File: config.mk
export PLATFORM = sky130hd
export DESIGN_NAME = motion_alarm_scheduler
export DESIGN_NICKNAME = d
export VERILOG_FILES = /design/src/hw/rtl/mas_pkg.sv /design/src/hw/rtl/mas_sched.sv /design/src/hw/rtl/mas_alarm.sv /design/src/hw/rtl/motion_alarm_scheduler.sv
export VERILOG_INCLUDE_DIRS = /design/src /design/src/hw/rtl
export SDC_FILE = /design/constraint.sdc
export NUM_CORES = 1
export LEC_CHECK = 0
export ABC_CLOCK_PERIOD_IN_PS = 4750
export BUFFER_PORTS_ARGS = -buffer_cell sky130_fd_sc_hd__buf_2
export CAP_MARGIN = 10
export CORE_ASPECT_RATIO = 0.8
export CORE_MARGIN = 1
export CORE_UTILIZATION = 55
export DETAILED_ROUTE_END_ITERATION = 6
export GPL_ROUTABILITY_DRIVEN = 1
export PLACE_DENSITY_LB_ADDON = 0.12
export SETUP_SLACK_MARGIN = 0.2
export SLEW_MARGIN = 20
export SYNTH_ARGS = -nofsm -noshare
export SYNTH_HDL_FRONTEND = slang
export SYNTH_SLANG_ARGS = --single-unit
File: constraint.sdc
create_clock -name clk_i -period 4.75 [get_ports clk_i]
set_input_delay 0.475 -clock clk_i [delete_from_list [all_inputs] [get_ports clk_i]]
set_output_delay 0.475 -clock clk_i [all_outputs]
set_load 0.005 [all_outputs]
File: src/hw/rtl/motion_alarm_scheduler_assert.svh
// Assertion macros for the motion alarm scheduler.
`ifndef MOTION_ALARM_SCHEDULER_ASSERT_SVH
`define MOTION_ALARM_SCHEDULER_ASSERT_SVH

// Check cons in the same cycle as ante, outside reset.
`define MAS_ASSERT_NOW(lbl, ante, cons, msg) \
  lbl: assert property (@(posedge clk_i) disable iff (!rst_ni) (ante) |-> (cons)) \
    else $error(msg);

// Check cons in the cycle after ante, outside reset.
`define MAS_ASSERT_NEXT(lbl, ante, cons, msg) \
  lbl: assert property (@(posedge clk_i) disable iff (!rst_ni) (ante) |=> (cons)) \
    else $error(msg);

`endif

File: src/hw/rtl/mas_pkg.sv
// Shared types, constants and helpers of the motion alarm scheduler.
package mas_pkg;

  localparam int unsigned SCHED_ENTRIES = 8;
  localparam int unsigned MINUTE_W      = 11;
  localparam int unsigned HOLD_W        = 16;
  localparam int unsigned RESEND_W      = 8;
  localparam int unsigned DAY_W         = 3;
  localparam int unsigned CFG_IDX_W     = 2;
  localparam int unsigned CFG_DATA_W    = 16;
  localparam int unsigned IN_DATA_W     = 64;
  localparam int unsigned OUT_DATA_W    = 8;

  localparam logic [RESEND_W-1:0] RESEND_RESET = 8'd30;
  localparam logic [HOLD_W-1:0]   DETECT_LIMIT = 16'd2;

  localparam logic ACT_TICK  = 1'b0;
  localparam logic ACT_WRITE = 1'b1;

  typedef enum logic [1:0] {
    CODE_NONE     = 2'd0,
    CODE_DETECTED = 2'd1,
    CODE_RESUMED  = 2'd2
  } alarm_code_e;

  typedef enum logic [CFG_IDX_W-1:0] {
    CFG_DETECT_EN = 2'd0,
    CFG_HOLD      = 2'd1,
    CFG_RESEND    = 2'd2
  } cfg_idx_e;

  typedef struct packed {
    logic                enable;
    logic [MINUTE_W-1:0] s1;
    logic [MINUTE_W-1:0] e1;
    logic [MINUTE_W-1:0] s2;
    logic [MINUTE_W-1:0] e2;
  } sched_entry_t;

  typedef struct packed {
    logic         valid;
    logic [2:0]   idx;
    sched_entry_t entry;
  } sched_wr_t;

  typedef struct packed {
    logic [HOLD_W-1:0]   hold_seconds;
    logic [RESEND_W-1:0] resend_seconds;
  } alarm_cfg_t;

  typedef struct packed {
    logic                action;
    logic                motion_seen;
    logic [DAY_W-1:0]    day_of_week;
    logic [MINUTE_W-1:0] minute_of_day;
    logic [2:0]          entry_index;
    sched_entry_t        entry;
  } in_item_t;

  // Inclusive two-window match; an inverted window matches nothing.
  function automatic logic entry_hits(sched_entry_t e, logic [MINUTE_W-1:0] m);
    logic w1;
    logic w2;
    w1 = (m >= e.s1) && (m <= e.e1);
    w2 = (m >= e.s2) && (m <= e.e2);
    return e.enable && (w1 || w2);
  endfunction

endpackage

File: src/hw/rtl/mas_sched.sv
// Schedule table and window lookup of the motion alarm scheduler.
module mas_sched #(
  parameter int unsigned SchedEntries = mas_pkg::SCHED_ENTRIES
) (
  input  logic                          clk_i,
  input  logic                          rst_ni,
  input  mas_pkg::sched_wr_t            wr_i,
  input  logic                          detect_en_i,
  input  logic [mas_pkg::DAY_W-1:0]     day_i,
  input  logic [mas_pkg::MINUTE_W-1:0]  minute_i,
  output logic                          hit_o
);
  import mas_pkg::*;

  localparam int unsigned IdxW = $clog2(SchedEntries);
  localparam logic [IdxW-1:0] EverydayIdx = IdxW'(SchedEntries - 1);

  logic [SchedEntries-1:0] enable_q;
  sched_entry_t            bounds_q [SchedEntries];
  sched_entry_t            day_entry;
  sched_entry_t            all_entry;
  logic [IdxW-1:0]         wr_idx;
  logic [IdxW-1:0]         day_idx;

  assign wr_idx  = wr_i.idx[IdxW-1:0];
  assign day_idx = day_i[IdxW-1:0];

  // Enable bits clear at reset; bounds of a disabled entry never matter.
  always_ff @(posedge clk_i or negedge rst_ni) begin
    if (!rst_ni) begin
      enable_q <= '0;
    end else if (wr_i.valid) begin
      enable_q[wr_idx] <= wr_i.entry.enable;
    end
  end

  always_ff @(posedge clk_i) begin
    if (wr_i.valid) begin
      bounds_q[wr_idx] <= wr_i.entry;
    end
  end

  always_comb begin
    day_entry        = bounds_q[day_idx];
    day_entry.enable = enable_q[day_idx];
    all_entry        = bounds_q[EverydayIdx];
    all_entry.enable = enable_q[EverydayIdx];
  end

  assign hit_o = detect_en_i &&
                 (entry_hits(day_entry, minute_i) || entry_hits(all_entry, minute_i));

endmodule

File: src/hw/rtl/mas_alarm.sv
// Rate limiter and hold timer state of the motion alarm scheduler.
module mas_alarm (
  input  logic                 clk_i,
  input  logic                 rst_ni,
  input  logic                 tick_i,
  input  logic                 motion_i,
  input  logic                 hit_i,
  input  mas_pkg::alarm_cfg_t  cfg_i,
  output mas_pkg::alarm_code_e code_o
);
  import mas_pkg::*;

  logic                pending_q, pending_d;
  logic [RESEND_W-1:0] resend_q, resend_d;
  logic [HOLD_W-1:0]   hold_q, hold_d;
  logic                owed_q, owed_d;
  logic                pend_mid;
  logic [RESEND_W-1:0] resend_mid;
  logic [HOLD_W-1:0]   hold_dec;

  always_comb begin
    // Rate limiter: raise the flag at most once per resend period.
    pend_mid   = pending_q;
    resend_mid = resend_q;
    if (motion_i && (resend_q == '0)) begin
      pend_mid   = 1'b1;
      resend_mid = cfg_i.resend_seconds;
    end
    resend_d = (resend_mid != '0) ? resend_mid - 1'b1 : '0;

    hold_dec  = (hold_q != '0) ? hold_q - 1'b1 : '0;
    pending_d = pend_mid;
    hold_d    = hold_q;
    owed_d    = owed_q;
    code_o    = CODE_NONE;
    if (hit_i) begin
      if (pend_mid) begin
        if (hold_q <= DETECT_LIMIT) code_o = CODE_DETECTED;
        hold_d    = cfg_i.hold_seconds;
        owed_d    = 1'b1;
        pending_d = 1'b0;
      end else begin
        hold_d = hold_dec;
        if ((hold_dec == '0) && owed_q) begin
          owed_d = 1'b0;
          code_o = CODE_RESUMED;
        end
      end
    end else begin
      // Out of schedule: drop the flag, resume a running hold.
      pending_d = 1'b0;
      if (hold_q != '0) begin
        code_o = CODE_RESUMED;
        hold_d = '0;
      end
    end
  end

  always_ff @(posedge clk_i or negedge rst_ni) begin
    if (!rst_ni) begin
      pending_q <= 1'b0;
      resend_q  <= '0;
      hold_q    <= '0;
      owed_q    <= 1'b0;
    end else if (tick_i) begin
      pending_q <= pending_d;
      resend_q  <= resend_d;
      hold_q    <= hold_d;
      owed_q    <= owed_d;
    end
  end

endmodule

File: src/hw/rtl/motion_alarm_scheduler.sv
// Top level of the one-channel motion alarm scheduler.
//
// Usage: requests arrive on the s_axis group, one per accepted beat. tuser
// selects the kind: a one-second tick or a schedule entry write. Each
// request gives exactly one result on the m_axis group: the alarm code
// (none, detected, resumed) and whether the tick's minute lay in an enabled
// window. A write request returns a result of all zeros.
// Timing: a request taken into the input register is evaluated there
// against the schedule table and the timers, and its result is
// registered into the result register when that register is free or
// being drained.
// Throughput: one request every cycle while the result register is free
// or drained; the timers and flags update on the same edge as the result.
// Stalls: while m_axis_tready is low the result register holds and the
// input register may still take one more request; s_axis_tready drops
// only when both registers are full.
// Configuration: cfg_we_i writes register cfg_idx_i (0 enable, 1 hold
// seconds, 2 resend seconds); write only while the block is idle.
// Reset: clears both valid bits, the timers and flags, disables every
// schedule entry, and sets resend seconds to 30.
module motion_alarm_scheduler #(
  parameter int unsigned SchedEntries = mas_pkg::SCHED_ENTRIES
) (
  input  logic                             clk_i,
  input  logic                             rst_ni,
  input  logic                             s_axis_tvalid,
  output logic                             s_axis_tready,
  // tdata from bit 0: motion_seen, day_of_week[3], minute_of_day[11],
  // entry_index[3], entry_enable, first_start[11], first_end[11],
  // second_start[11], second_end[11], one zero pad bit
  input  logic [mas_pkg::IN_DATA_W-1:0]    s_axis_tdata,
  // tuser: action
  input  logic                             s_axis_tuser,
  output logic                             m_axis_tvalid,
  input  logic                             m_axis_tready,
  // tdata from bit 0: alarm_code[2], in_schedule, five zero pad bits
  output logic [mas_pkg::OUT_DATA_W-1:0]   m_axis_tdata,
  input  logic                             cfg_we_i,
  input  logic [mas_pkg::CFG_IDX_W-1:0]    cfg_idx_i,
  input  logic [mas_pkg::CFG_DATA_W-1:0]   cfg_data_i
);
  import mas_pkg::*;
  `include "motion_alarm_scheduler_assert.svh"

  // Configuration registers.
  logic       detect_en_q;
  alarm_cfg_t cfg_q;

  always_ff @(posedge clk_i or negedge rst_ni) begin
    if (!rst_ni) begin
      detect_en_q          <= 1'b0;
      cfg_q.hold_seconds   <= '0;
      cfg_q.resend_seconds <= RESEND_RESET;
    end else if (cfg_we_i) begin
      case (cfg_idx_i)
        CFG_DETECT_EN: detect_en_q          <= cfg_data_i[0];
        CFG_HOLD:      cfg_q.hold_seconds   <= cfg_data_i[HOLD_W-1:0];
        CFG_RESEND:    cfg_q.resend_seconds <= cfg_data_i[RESEND_W-1:0];
        default:       ;
      endcase
    end
  end

  // Input register.
  logic     s1_valid_q, s1_valid_d;
  in_item_t s1_q;
  in_item_t in_item;
  logic     in_acc;
  logic     s1_adv;
  logic     m_valid_q, m_valid_d;

  assign in_item.action        = s_axis_tuser;
  assign in_item.motion_seen   = s_axis_tdata[0];
  assign in_item.day_of_week   = s_axis_tdata[3:1];
  assign in_item.minute_of_day = s_axis_tdata[14:4];
  assign in_item.entry_index   = s_axis_tdata[17:15];
  assign in_item.entry.enable  = s_axis_tdata[18];
  assign in_item.entry.s1      = s_axis_tdata[29:19];
  assign in_item.entry.e1      = s_axis_tdata[40:30];
  assign in_item.entry.s2      = s_axis_tdata[51:41];
  assign in_item.entry.e2      = s_axis_tdata[62:52];

  // Advance when the result register is empty or being drained.
  assign s1_adv        = s1_valid_q && (!m_valid_q || m_axis_tready);
  assign s_axis_tready = !s1_valid_q || s1_adv;
  assign in_acc        = s_axis_tvalid && s_axis_tready;

  always_comb begin
    s1_valid_d = s1_valid_q;
    if (in_acc)      s1_valid_d = 1'b1;
    else if (s1_adv) s1_valid_d = 1'b0;
  end

  always_ff @(posedge clk_i or negedge rst_ni) begin
    if (!rst_ni) s1_valid_q <= 1'b0;
    else         s1_valid_q <= s1_valid_d;
  end

  always_ff @(posedge clk_i) begin
    if (in_acc) s1_q <= in_item;
  end

  // Evaluation of the held request.
  sched_wr_t   sched_wr;
  logic        hit;
  logic        tick_adv;
  alarm_code_e alarm_code;

  assign sched_wr.valid = s1_adv && (s1_q.action == ACT_WRITE);
  assign sched_wr.idx   = s1_q.entry_index;
  assign sched_wr.entry = s1_q.entry;
  assign tick_adv       = s1_adv && (s1_q.action == ACT_TICK);

  mas_sched #(
    .SchedEntries(SchedEntries)
  ) u_sched (
    .clk_i      (clk_i),
    .rst_ni     (rst_ni),
    .wr_i       (sched_wr),
    .detect_en_i(detect_en_q),
    .day_i      (s1_q.day_of_week),
    .minute_i   (s1_q.minute_of_day),
    .hit_o      (hit)
  );

  mas_alarm u_alarm (
    .clk_i   (clk_i),
    .rst_ni  (rst_ni),
    .tick_i  (tick_adv),
    .motion_i(s1_q.motion_seen),
    .hit_i   (hit),
    .cfg_i   (cfg_q),
    .code_o  (alarm_code)
  );

  // Result register.
  logic [1:0] code_q;
  logic       in_sched_q;

  always_comb begin
    m_valid_d = m_valid_q;
    if (s1_adv)             m_valid_d = 1'b1;
    else if (m_axis_tready) m_valid_d = 1'b0;
  end

  always_ff @(posedge clk_i or negedge rst_ni) begin
    if (!rst_ni) m_valid_q <= 1'b0;
    else         m_valid_q <= m_valid_d;
  end

  // A write request reports no alarm and no schedule hit.
  always_ff @(posedge clk_i) begin
    if (s1_adv) begin
      code_q     <= (s1_q.action == ACT_WRITE) ? CODE_NONE : alarm_code;
      in_sched_q <= (s1_q.action == ACT_WRITE) ? 1'b0 : hit;
    end
  end

  assign m_axis_tvalid = m_valid_q;
  assign m_axis_tdata  = {5'b0, in_sched_q, code_q};

  `MAS_ASSERT_NEXT(a_write_result_zero, s1_adv && (s1_q.action == ACT_WRITE),
                   m_valid_q && (code_q == CODE_NONE) && !in_sched_q,
                   "write request gave a nonzero result")
  `MAS_ASSERT_NOW(a_stall_only_when_full, !s_axis_tready, s1_valid_q && m_valid_q,
                  "input stalled with a free register")
  `MAS_ASSERT_NOW(a_code_legal, m_valid_q, code_q != 2'd3, "illegal alarm code")
  `MAS_ASSERT_NEXT(a_no_hit_when_disabled, s1_adv && !detect_en_q, !in_sched_q,
                   "in schedule reported while detection disabled")

endmodule
==> results by group, run 1 <==
Outcome
  • Status: completed

Timing
  • Slack of the critical path: just over 0.7 ns
  • RSZ-0062 raised after global routing: false
  • Post-layout minimum cycle time: slightly above 4 ns
  • Final period util: around 85%
  • Slew margin rel.: 27.4%
  • Finish-stage setup viols: 0
  • Fin. Hold Viols: 0
  • Worst-margin pin slew: 1.09 ns
  • Clk_skew: 0.0188 ns
  • Max-slew violations: 0
  • Max Clk Rate: approximately 0.25 GHz
  • Setup Total Neg Slack: 0 ns

Place
  • GP Congestion: between 0.8 and 0.9
  • Count of buffers from port buffering: 91
  • Pre-CTS setup slack: roughly 0.7 ns
  • HPWL after DPL: around 28000 um

Min path
  • Worst Hold Class: input port to async pin

Clock network
  • Clk Latency, worst-skew pair: 0.57 ns
  • Post-CTS sizing: 0
  • # H-tree levels: 2
  • Clk sink count: around 480
  • Hold buffer count at CTS: 0
  • CTS root buffer: clkbuf_16
  • Max clock buf depth: 3
  • CTS Buf Count: 46
  • TritonCTS clock tree: yes
  • Worst-path clk slew: about 0.060 ns
  • Setup bufs post-CTS: 0

Setup path
  • CP required: roughly 5.2 ns
  • CP Capture Type: flop
  • Critical Path, Cell by Cell: mux4_2 > mux2_2 > ha_1 > nand2b_1 > a211o_1 > a2111oi_2 > o21ai_1 > a22o_1 > a22oi_4 > nor2_1 > a221o_1
  • Setup Crit Path Kind: flop to flop
  • Crit-path max FO: 17
  • Crit-path slowest cell: mux4_2
  • Crit-path max cell delay: 0.54 ns
  • Worst setup SP type: flop
  • Worst endpoint data arrival time: approximately 4.5 ns

Run
  • Max-cap violations: 0

Drt
  • WL final: between 40000 and 50000 um
  • First-pass DRT Iterations: 4
  • Initial drt markers: a little over 800
  • WL/cell: ~24 um
  • Via count: about 11000
  • DR vias/cell: 6.01
  • DRC: 0
  • Detail Route Antenna Nets: 0

Global routing
  • Grt total ovfl: 0
  • Largest net degree at the start of global routing: roughly 60
  • First-pass GRT wire length: between 60000 and 70000 um
  • Initial antenna violation count: 0
  • Global Route Usage Sum: 23.7%
  • Vias in the first global route: approximately 11000

Power
  • PwrDens: roughly 470 nW/um2
  • VDD IR max: 0.340 mV
  • Leak: 8.64 nW

Synth
  • Mapped Cells: 1186
  • Post-synth EDFFs: between 400 and 500
  • Post-synth top area share: 61.0%
  • Cell accounting for the most synthesized area: edfxtp_1
  • Post-synth ARST share: 12.4%
  • Synthesized area per cell: 17.4 um2
  • Synth unique cells: 70
  • Top cells by area, synth: edfxtp_1 (61%), mux4_2 (9.8%), dfrtp_1 (6.8%)
  • Most numerous cell in the Yosys netlist: edfxtp_1
  • Post-synth top cells: edfxtp_1 (419), ha_1 (92), mux4_2 (90)
  • Synth Flop Type: edfxtp_1
  • Synth warnings: 0
  • Synthesized cell area: ~21000 um2
  • Seq cells post-synth: between 400 and 500
  • Register area share after synthesis: between 60% and 70%

Floorplan
  • Die X: 218 um
  • # rows: 63
  • Die height: approximately 180 um
  • Core Region: between 30000 and 40000 um2
  • Top-level port count: around 100
  • Starting density of the core: 55.8%
  • Die area: 38300 um2

Cells and area
  • Area delta synth->final: 14.1%
  • Multi-input gate area: 6150 um2
  • Share of cells above drive strength 1: between 20% and 30%
  • Nets@finish: ~1500
  • FF/Latch Area: 14200 um2
  • Fill cell count: 2579
  • Ant. Diodes: 0
layout by cell type (no fill, tap or decap), types with 42 or more instances in the layout:
cell         n
buf_2       91
clkbuf_16   47
dfrtp_1     56
edfxtp_1   419
ha_1        92
inv_1       52
mux2i_1     45
mux4_2      90
nand2_1     42
routing by layer:
layer	wire (um)	vias to the layer above	part of all wire, %	global-route usage (%)
met5	0	-	0	0
met4	699	0	1.6	5.30
met3	2180	58	5.0	3.39
met2	20000	276	46	36.0
met1	20500	5711	47	36.4
li1	-	4994	-	-
final timing paths:
| kind | startpoint | to | slack [ns] | cells after the start |
|---|---|---|---|---|
| setup / recovery | flop | u_alarm.hold_q[2] | 0.73 | 11 |
| hold / removal | rst_ni | cfg_q[19] | 0.06 | 2 |
| setup reg to reg | flop | u_alarm.hold_q[2] | 0.73 | 11 |
| hold reg to reg | s1_valid_q | m_axis_tvalid | 0.50 | 1 |
| max in group asynchronous | rst_ni | u_alarm.resend_q[5] | 4.16 | 2 |
| min in group clk_i | s_axis_tdata[7] | s1_q[51] | 0.08 | 1 |
kinds of logic after synthesis:
kind of cell / Yosys count / synth area share, %
buffers and inverters: 99 / 1.98
muxes: 175 / 14.2
adders and majority gates: 92 / 5.58
and+or+nand+nor: 182 / 4.61
DFF: 482 / 68.6
xor gates and xnor gates: 7 / 0.297
AOI/OAI and AO/OA: 148 / 4.70
other: 1 / 0.0182
area by class of cell:
class	instances	area share (%)
clock buffer	55	5.21
clock inverter	29	1.69
inverter	53	0.851
multi-input combinational	609	26.1
sequential	482	60.2
tap	487	2.59
timing repair buffer	122	3.33
metrics by stage:
stage          instance area, um2  cells  total power, mW  util, %  hold slack (ns)
2_1_floorplan               20600   1190             6.64        -            0.179
3_3_place_gp                21900   1752             7.14     59.2            0.487
3_5_place_dp                21900   1753             7.19     59.2            0.486
4_1_cts                     23500   1837             11.1     63.6           0.0552
5_1_grt                     23500   1837             11.5     63.6           0.0580
6_report                    23500   1837             11.1     63.6           0.0622
critical path, delay by kind of cell, from the launching register on:
kind / cells / cell delay [ns]
adders and majority gates: 1 / 0.26
and+or+nand+nor: 2 / 0.23
AOI/OAI and AO/OA: 6 / 2.06
DFF: 1 / 0.52
muxes: 2 / 0.82
power breakdown:
group / leakage, nW / total (mW) / switching (mW) / internal (mW)
Clock: 0.799 / 3.92 / 1.54 / 2.38
Sequential: 4.59 / 5.13 / 0.273 / 4.86
Combinational: 3.25 / 2.00 / 1.14 / 0.863
registers in the layout, indices dropped and copies added (netlist names), 2 cells and up, named ones only:
register,count
u_sched.bounds_q,352
s1_q,64
cfg_q,24
u_alarm.hold_q,16
u_alarm.resend_q,8
u_sched.enable_q,8
code_q,2
Note: power is estimated with default switching activity, not from simulation.
==> run 2, diff against run 1 <==
--- a/config.mk
+++ b/config.mk
@@ -6,7 +6,7 @@
 export SDC_FILE = /design/constraint.sdc
 export NUM_CORES = 1
 export LEC_CHECK = 0
-export ABC_CLOCK_PERIOD_IN_PS = 4750
+export ABC_CLOCK_PERIOD_IN_PS = 3920
 export BUFFER_PORTS_ARGS = -buffer_cell sky130_fd_sc_hd__buf_2
 export CAP_MARGIN = 10
 export CORE_ASPECT_RATIO = 0.8
==> constraint.sdc (replaced) <==
create_clock -name clk_i -period 3.92 [get_ports clk_i]
set_input_delay 0.392 -clock clk_i [delete_from_list [all_inputs] [get_ports clk_i]]
set_output_delay 0.392 -clock clk_i [all_outputs]
set_load 0.005 [all_outputs]
==> run 2 against run 1 <==
Net effect: combinational power grew 29%; hold slack worse by 0.041 ns; clock-buffer cell count up 8; sequential cell count unchanged; global-route usage decreased by 0.28 points; core utilization grew 1.8 points; clock power is 16% higher; fmax grew 12%; clock skew decreased by 0.0015 ns; design area grew 2.8%; sequential power increased by 21%; worst setup slack got worse by 0.39 ns; critical endpoint is now u_alarm.owed_q; largest cell class unchanged.
==> results by group, run 2 (synthesis results as in run 1) <==
Outcome
  • Status: completed

Floorplan
  • Die area: 38300 um2 (unchanged)
  • Top-level port count: 98 (unchanged)
  • Die X: 218 um (unchanged)
  • Core Region: 37000 um2 (unchanged)
  • Die height: 175 um (unchanged)
  • # rows: 63 (unchanged)
  • Starting density of the core: 55.8% (unchanged)

Place
  • Count of buffers from port buffering: 91 (unchanged)
  • GP Congestion: 0.865 (+0.91%)
  • HPWL after DPL: 26800 um (-3.6%)

Drt
  • WL/cell: 22.7 um (-3.8%)
  • Detail Route Antenna Nets: 0 (unchanged)
  • Initial drt markers: 729 (-12%)
  • DRC: 0 (unchanged)
  • DR vias/cell: 5.86 (-2.4%)
  • First-pass DRT Iterations: 4 (unchanged)
  • WL final: 43300 um (-0.31%)
  • Via count: 11200 (+1.2%)

Clock network
  • CTS root buffer: clkbuf_16
  • Clk sink count: 482 (unchanged)
  • # H-tree levels: 2 (unchanged)
  • CTS Buf Count: 47 (+2.2%)
  • Clk Latency, worst-skew pair: 0.57 ns (about the same)
  • Worst-path clk slew: 0.06 ns (about the same)
  • Max clock buf depth: 3 (unchanged)
  • TritonCTS clock tree: yes

Cells and area
  • Max FFs per register: 352 (unchanged)
  • Commonest cells after routing, fill and taps aside: edfxtp_1 (419), ha_1 (92), buf_2 (91)
  • Fill cell count: 2502 (-3.0%)
  • Area delta synth->final: 17.3%
  • Share of cells above drive strength 1: 25.8% (-0.32 points)
  • Most flop-heavy register: u_sched.bounds_q
  • Nets@finish: 1558 (+4.3%)
  • Biggest regs: u_sched.bounds_q (352), s1_q (64), cfg_q (24)
  • Ant. Diodes: 0 (unchanged)
  • Final Util: 65.4% (+1.8 points)
  • Commonest non-fill, non-tap cell in the layout: edfxtp_1

Global routing
  • Grt total ovfl: 0 (unchanged)
  • First-pass GRT wire length: 66600 um (-0.14%)
  • Initial antenna violation count: 0 (unchanged)
  • Vias in the first global route: 11400 (+1.6%)
  • Largest net degree at the start of global routing: 46 (-25%)
  • Global Route Usage Sum: 23.4% (-0.28 points)

Setup path
  • CP required: 4.39 ns (-0.81 ns)
  • Worst reg2reg setup slack: 0.34 ns (-0.39 ns)
  • Crit-path max FO: 10 (-7)
  • Reg2Reg Depth: 12 (+1)
  • CP Capture Type: flop
  • Setup Crit Path Kind: flop to flop
  • Worst setup SP type: flop
  • Worst endpoint data arrival time: 4.06 ns (-0.41 ns)
  • Reg2reg end: u_alarm.owed_q

Run
  • Max-cap violations: 0 (unchanged)

Timing
  • Fin. Hold Viols: 0 (unchanged)
  • Worst-margin pin slew: 0.935 ns (-0.152 ns)
  • Final period util: 91.4% (+6.7 points)
  • Finish-stage setup viols: 0 (unchanged)
  • Max Clk Rate: 0.279 GHz (+12%)
  • Setup Total Neg Slack: 0 ns (unchanged)
  • Slew margin rel.: 37.4% (+10 points)
  • RSZ-0062 raised after global routing: false
  • Max-slew violations: 0 (unchanged)
  • Clk_skew: 0.0173 ns (-0.00153 ns)
  • Post-layout minimum cycle time: 3.58 ns (-0.442 ns)

Min path
  • Worst Hold Class: input port to flop
  • Hold depth: 1
  • Hold worst-path end: s1_q[62]
  • Min-delay src: s_axis_tdata[0]

Power
  • VDD IR max: 0.421 mV (+24%)
  • Leak: 8.90 nW (+3.0%)
  • PwrDens: 552 nW/um2 (+17%)
==> run 2: stage by stage <==
stage / std cells / area [um2] / hold slack [ns] / setup slack [ns] / total power [mW]
floorplan: 1190 / 20600 / 0.0964 / 0.263 / 8.04
global placement: 1758 / 22000 / 0.408 / 0.113 / 8.66
detailed placement: 1758 / 22000 / 0.412 / 0.0866 / 8.73
CTS: 1901 / 24100 / 0.00141 / 0.204 / 13.3
global route: 1904 / 24200 / 0.00693 / 0.212 / 13.9
finish: 1904 / 24200 / 0.0217 / 0.339 / 13.4
==> run 2: report_power, final <==
group / leakage [nW] / internal (mW) / switching [mW]
registers: 4.59 / 5.89 / 0.328
logic: 3.55 / 1.15 / 1.44
clock network: 0.763 / 2.67 / 1.88
==> run 2: final cells by class <==
cell class	instances	area (um2)	area share [%]
clock buffer	63	1300	5.36
clock inverter	25	270	1.12
inverter	53	200	0.828
multi-input combinational	609	6180	25.5
sequential	482	14200	58.5
tap	487	609	2.52
timing repair buffer	185	1470	6.09
==> run 2: worst max path at each step <==
| stage | cells after the start | to |
|---|---|---|
| after floorplan | 13 | code_q[0] |
| after global placement | 11 | code_q[0] |
| after detailed placement | 11 | code_q[0] |
| after CTS | 11 | code_q[0] |
| after global routing | 12 | u_alarm.owed_q |
| final | 12 | u_alarm.owed_q |
==> run 2: routing by layer <==
layer  GRT usage (%)  vias to the layer above  share of wire [%]
met1            35.8                     5699                 47
met2            35.6                      301                 46
met3            3.60                       51                5.4
met5               0                        -                  0
li1                -                     5115                  -
met4            5.16                        0                1.5
==> run 2: worst max-delay path: stages, from the launching register on <==
cell and delay (ns):
dfxtp_4 0.44, mux4_2 0.51, mux2_2 0.28, ha_1 0.26, nand2b_1 0.15, a211o_1 0.33, a2111oi_4 0.40, o21ai_2 0.12
a22o_4 0.29, a22oi_4 0.31, buf_4 0.23, inv_1 0.05, a2bb2oi_1 0.12
==> run 2: what timing repair did <==
item,in CTS,in global routing
resized for setup,2,9
endpoints found under the hold margin,75,0
setup buffers,1,2
cloned,0,1
hold buffers,54,0
setup endpoints to repair,12,12
pin swaps,0,2
==> run 3, diff against run 2 <==
--- a/config.mk
+++ b/config.mk
@@ -12,6 +12,7 @@
 export CORE_ASPECT_RATIO = 0.8
 export CORE_MARGIN = 1
 export CORE_UTILIZATION = 55
+export CTS_BUF_LIST = sky130_fd_sc_hd__clkbuf_16
 export DETAILED_ROUTE_END_ITERATION = 6
 export GPL_ROUTABILITY_DRIVEN = 1
 export PLACE_DENSITY_LB_ADDON = 0.12
==> run 3 against run 2 <==
Net effect: clock power fell by 2%; first-iteration DRC count rose by 12%; sequential cell count is the same; clock skew rose by 0.0021 ns; via count increased by 0.18%; highest routed layer unchanged; critical endpoint unchanged; final cell count barely moved.
==> results by group, run 3 (synthesis results as in run 1) <==
Outcome
  • Status: completed

Drt
  • WL/cell: 22.7 um (about the same)
  • Via count: 11200 (+0.18%)
  • First-pass DRT Iterations: 5 (+1)
  • WL final: 43300 um (about the same)
  • DR vias/cell: 5.88 (+0.23%)
  • Initial drt markers: 816 (+12%)
  • Detail Route Antenna Nets: 0 (unchanged)
  • DRC: 0 (unchanged)

Power
  • VDD IR max: 0.422 mV (+0.30%)
  • Leak: 8.92 nW (+0.21%)
  • Overall power: 13.2 mW (-1.4%)
  • PwrDens: 546 nW/um2 (-1.2%)

Setup path
  • CP Capture Type: flop
  • Worst reg2reg setup slack: 0.35 ns (about the same)
  • Worst setup SP type: flop
  • Setup Crit Path Kind: flop to flop
  • CP required: 4.39 ns (about the same)
  • Crit-path max FO: 10 (unchanged)
  • Reg2reg end: u_alarm.owed_q
  • Crit-path slowest cell: mux4_2
  • Worst endpoint data arrival time: 4.05 ns (about the same)
  • Crit-path max cell delay: 0.51 ns (about the same)
  • Critical Path, Cell by Cell: mux4_2 > mux2_2 > ha_1 > nand2b_1 > a211o_1 > a2111oi_4 > o21ai_2 > a22o_4 > a22oi_4 > buf_4 > inv_1 > a2bb2oi_1
  • Reg2Reg Depth: 12 (unchanged)

Min path
  • Worst Hold Class: input port to flop
  • Min-delay src: s_axis_tdata[1]
  • Hold depth: 1 (unchanged)
  • Hold worst-path end: s1_q[59]

Place
  • HPWL after DPL: 26800 um (unchanged)
  • GP Congestion: 0.865 (unchanged)
  • Count of buffers from port buffering: 91 (unchanged)
  • Pre-CTS setup slack: 0.0866 ns (unchanged)

Cells and area
  • Commonest cells after routing, fill and taps aside: edfxtp_1 (419), ha_1 (92), buf_2 (91)
  • Share of cells above drive strength 1: 25.6% (-0.26 points)
  • Max FFs per register: 352 (unchanged)
  • Commonest non-fill, non-tap cell in the layout: edfxtp_1
  • Area delta synth->final: 17.0%
  • Fill cell count: 2508 (+0.24%)
  • Most flop-heavy register: u_sched.bounds_q
  • Nets@finish: 1557 (-0.064%)
  • Biggest regs: u_sched.bounds_q (352), s1_q (64), cfg_q (24)
  • Ant. Diodes: 0 (unchanged)

Clock network
  • CTS Buf Count: 47 (unchanged)
  • Clk Latency, worst-skew pair: 0.57 ns (about the same)
  • TritonCTS clock tree: yes
  • Clk sink count: 482 (unchanged)
  • Max clock buf depth: 3 (unchanged)
  • # H-tree levels: 2 (unchanged)
  • Worst-path clk slew: 0.06 ns (about the same)
  • CTS root buffer: clkbuf_16

Timing
  • Slack of the critical path: 0.346 ns (+0.00731 ns)
  • RSZ-0062 raised after global routing: false
  • Max-slew violations: 0 (unchanged)
  • Max Clk Rate: 0.280 GHz (+0.20%)
  • Finish-stage setup viols: 0 (unchanged)
  • Fin. Hold Viols: 0 (unchanged)
  • Final period util: 91.2% (-0.19 points)
  • Setup Total Neg Slack: 0 ns (unchanged)
  • Worst-margin pin slew: 0.922 ns (-0.0132 ns)
  • Slew margin rel.: 38.3% (+0.88 points)
  • Post-layout minimum cycle time: 3.57 ns (-0.00730 ns)
  • Clk_skew: 0.0194 ns (+0.00209 ns)

Run
  • Max-cap violations: 0 (unchanged)

Floorplan
  • Die height: 175 um (unchanged)
  • # rows: 63 (unchanged)
  • Die area: 38300 um2 (unchanged)
  • Top-level port count: 98 (unchanged)
  • Die X: 218 um (unchanged)
  • Starting density of the core: 55.8% (unchanged)
  • Core Region: 37000 um2 (unchanged)

Global routing
  • Global Route Usage Sum: 23.4% (about the same)
  • Initial antenna violation count: 0 (unchanged)
  • Largest net degree at the start of global routing: 46 (unchanged)
  • First-pass GRT wire length: 66600 um (about the same)
  • Vias in the first global route: 11400 (+0.0087%)
  • Grt total ovfl: 0 (unchanged)
run 3: layout make-up:
class / count / area (um2) / area share [%]
clock inverter: 40 / 327 / 1.35
tap: 487 / 609 / 2.52
clock buffer: 48 / 1200 / 4.98
sequential: 482 / 14200 / 58.7
inverter: 53 / 200 / 0.829
timing repair buffer: 184 / 1460 / 6.06
multi-input combinational: 609 / 6180 / 25.6
run 3: worst max-delay path: cells and delay by family, from the launching register on:
family | cells | cell delay (ns)
adder cells (fa/ha/maj) | 1 | 0.26
multiplexers | 2 | 0.79
AO/OA/AOI/OAI | 6 | 1.56
buffers and inverters | 2 | 0.28
AND/OR/NAND/NOR | 1 | 0.15
flip-flops | 1 | 0.45
run 3: what timing repair did:
action | CTS | global route
setup endpoints to repair | 12 | 12
pin swaps | 0 | 2
buffers inserted | 1 | 2
hold endpoints to repair | 74 | 0
gates resized for setup | 2 | 9
gates cloned | 0 | 1
hold buffers | 53 | 0
run 3: metal layers:
layer,part of all wire [%],global-route usage (%),vias up,wire [um]
met5,0,0,-,0
met4,1.5,5.16,0,644
met3,5.0,3.60,51,2180
met2,46,35.6,289,19800
met1,48,35.8,5731,20600
li1,-,-,5115,-
run 3: how the worst max path moves through the flow:
stage / startpoint / to / depth (start not counted)
after floorplan: flop / code_q[0] / 13
after global placement: flop / code_q[0] / 11
after detailed placement: flop / code_q[0] / 11
after CTS: flop / code_q[0] / 11
after global routing: flop / u_alarm.owed_q / 12
final: flop / u_alarm.owed_q / 12
run 3: stage by stage:
| stage | utilization (%) | instance area, um2 | hold slack (ns) | std cells |
|---|---|---|---|---|
| 4_1_cts | 65.1 | 24100 | 0.000451 | 1900 |
| 6_report | 65.3 | 24100 | 0.0192 | 1903 |
| 3_3_place_gp | 59.4 | 22000 | 0.408 | 1758 |
| 2_1_floorplan | - | 20600 | 0.0964 | 1190 |
| 3_5_place_dp | 59.4 | 22000 | 0.412 | 1758 |
| 5_1_grt | 65.3 | 24100 | 0.000556 | 1903 |
run 3: where the power goes:
part,switching (mW),internal [mW],total [mW]
Clock,1.89,2.56,4.45
Combinational,1.39,1.12,2.51
Sequential,0.323,5.89,6.21
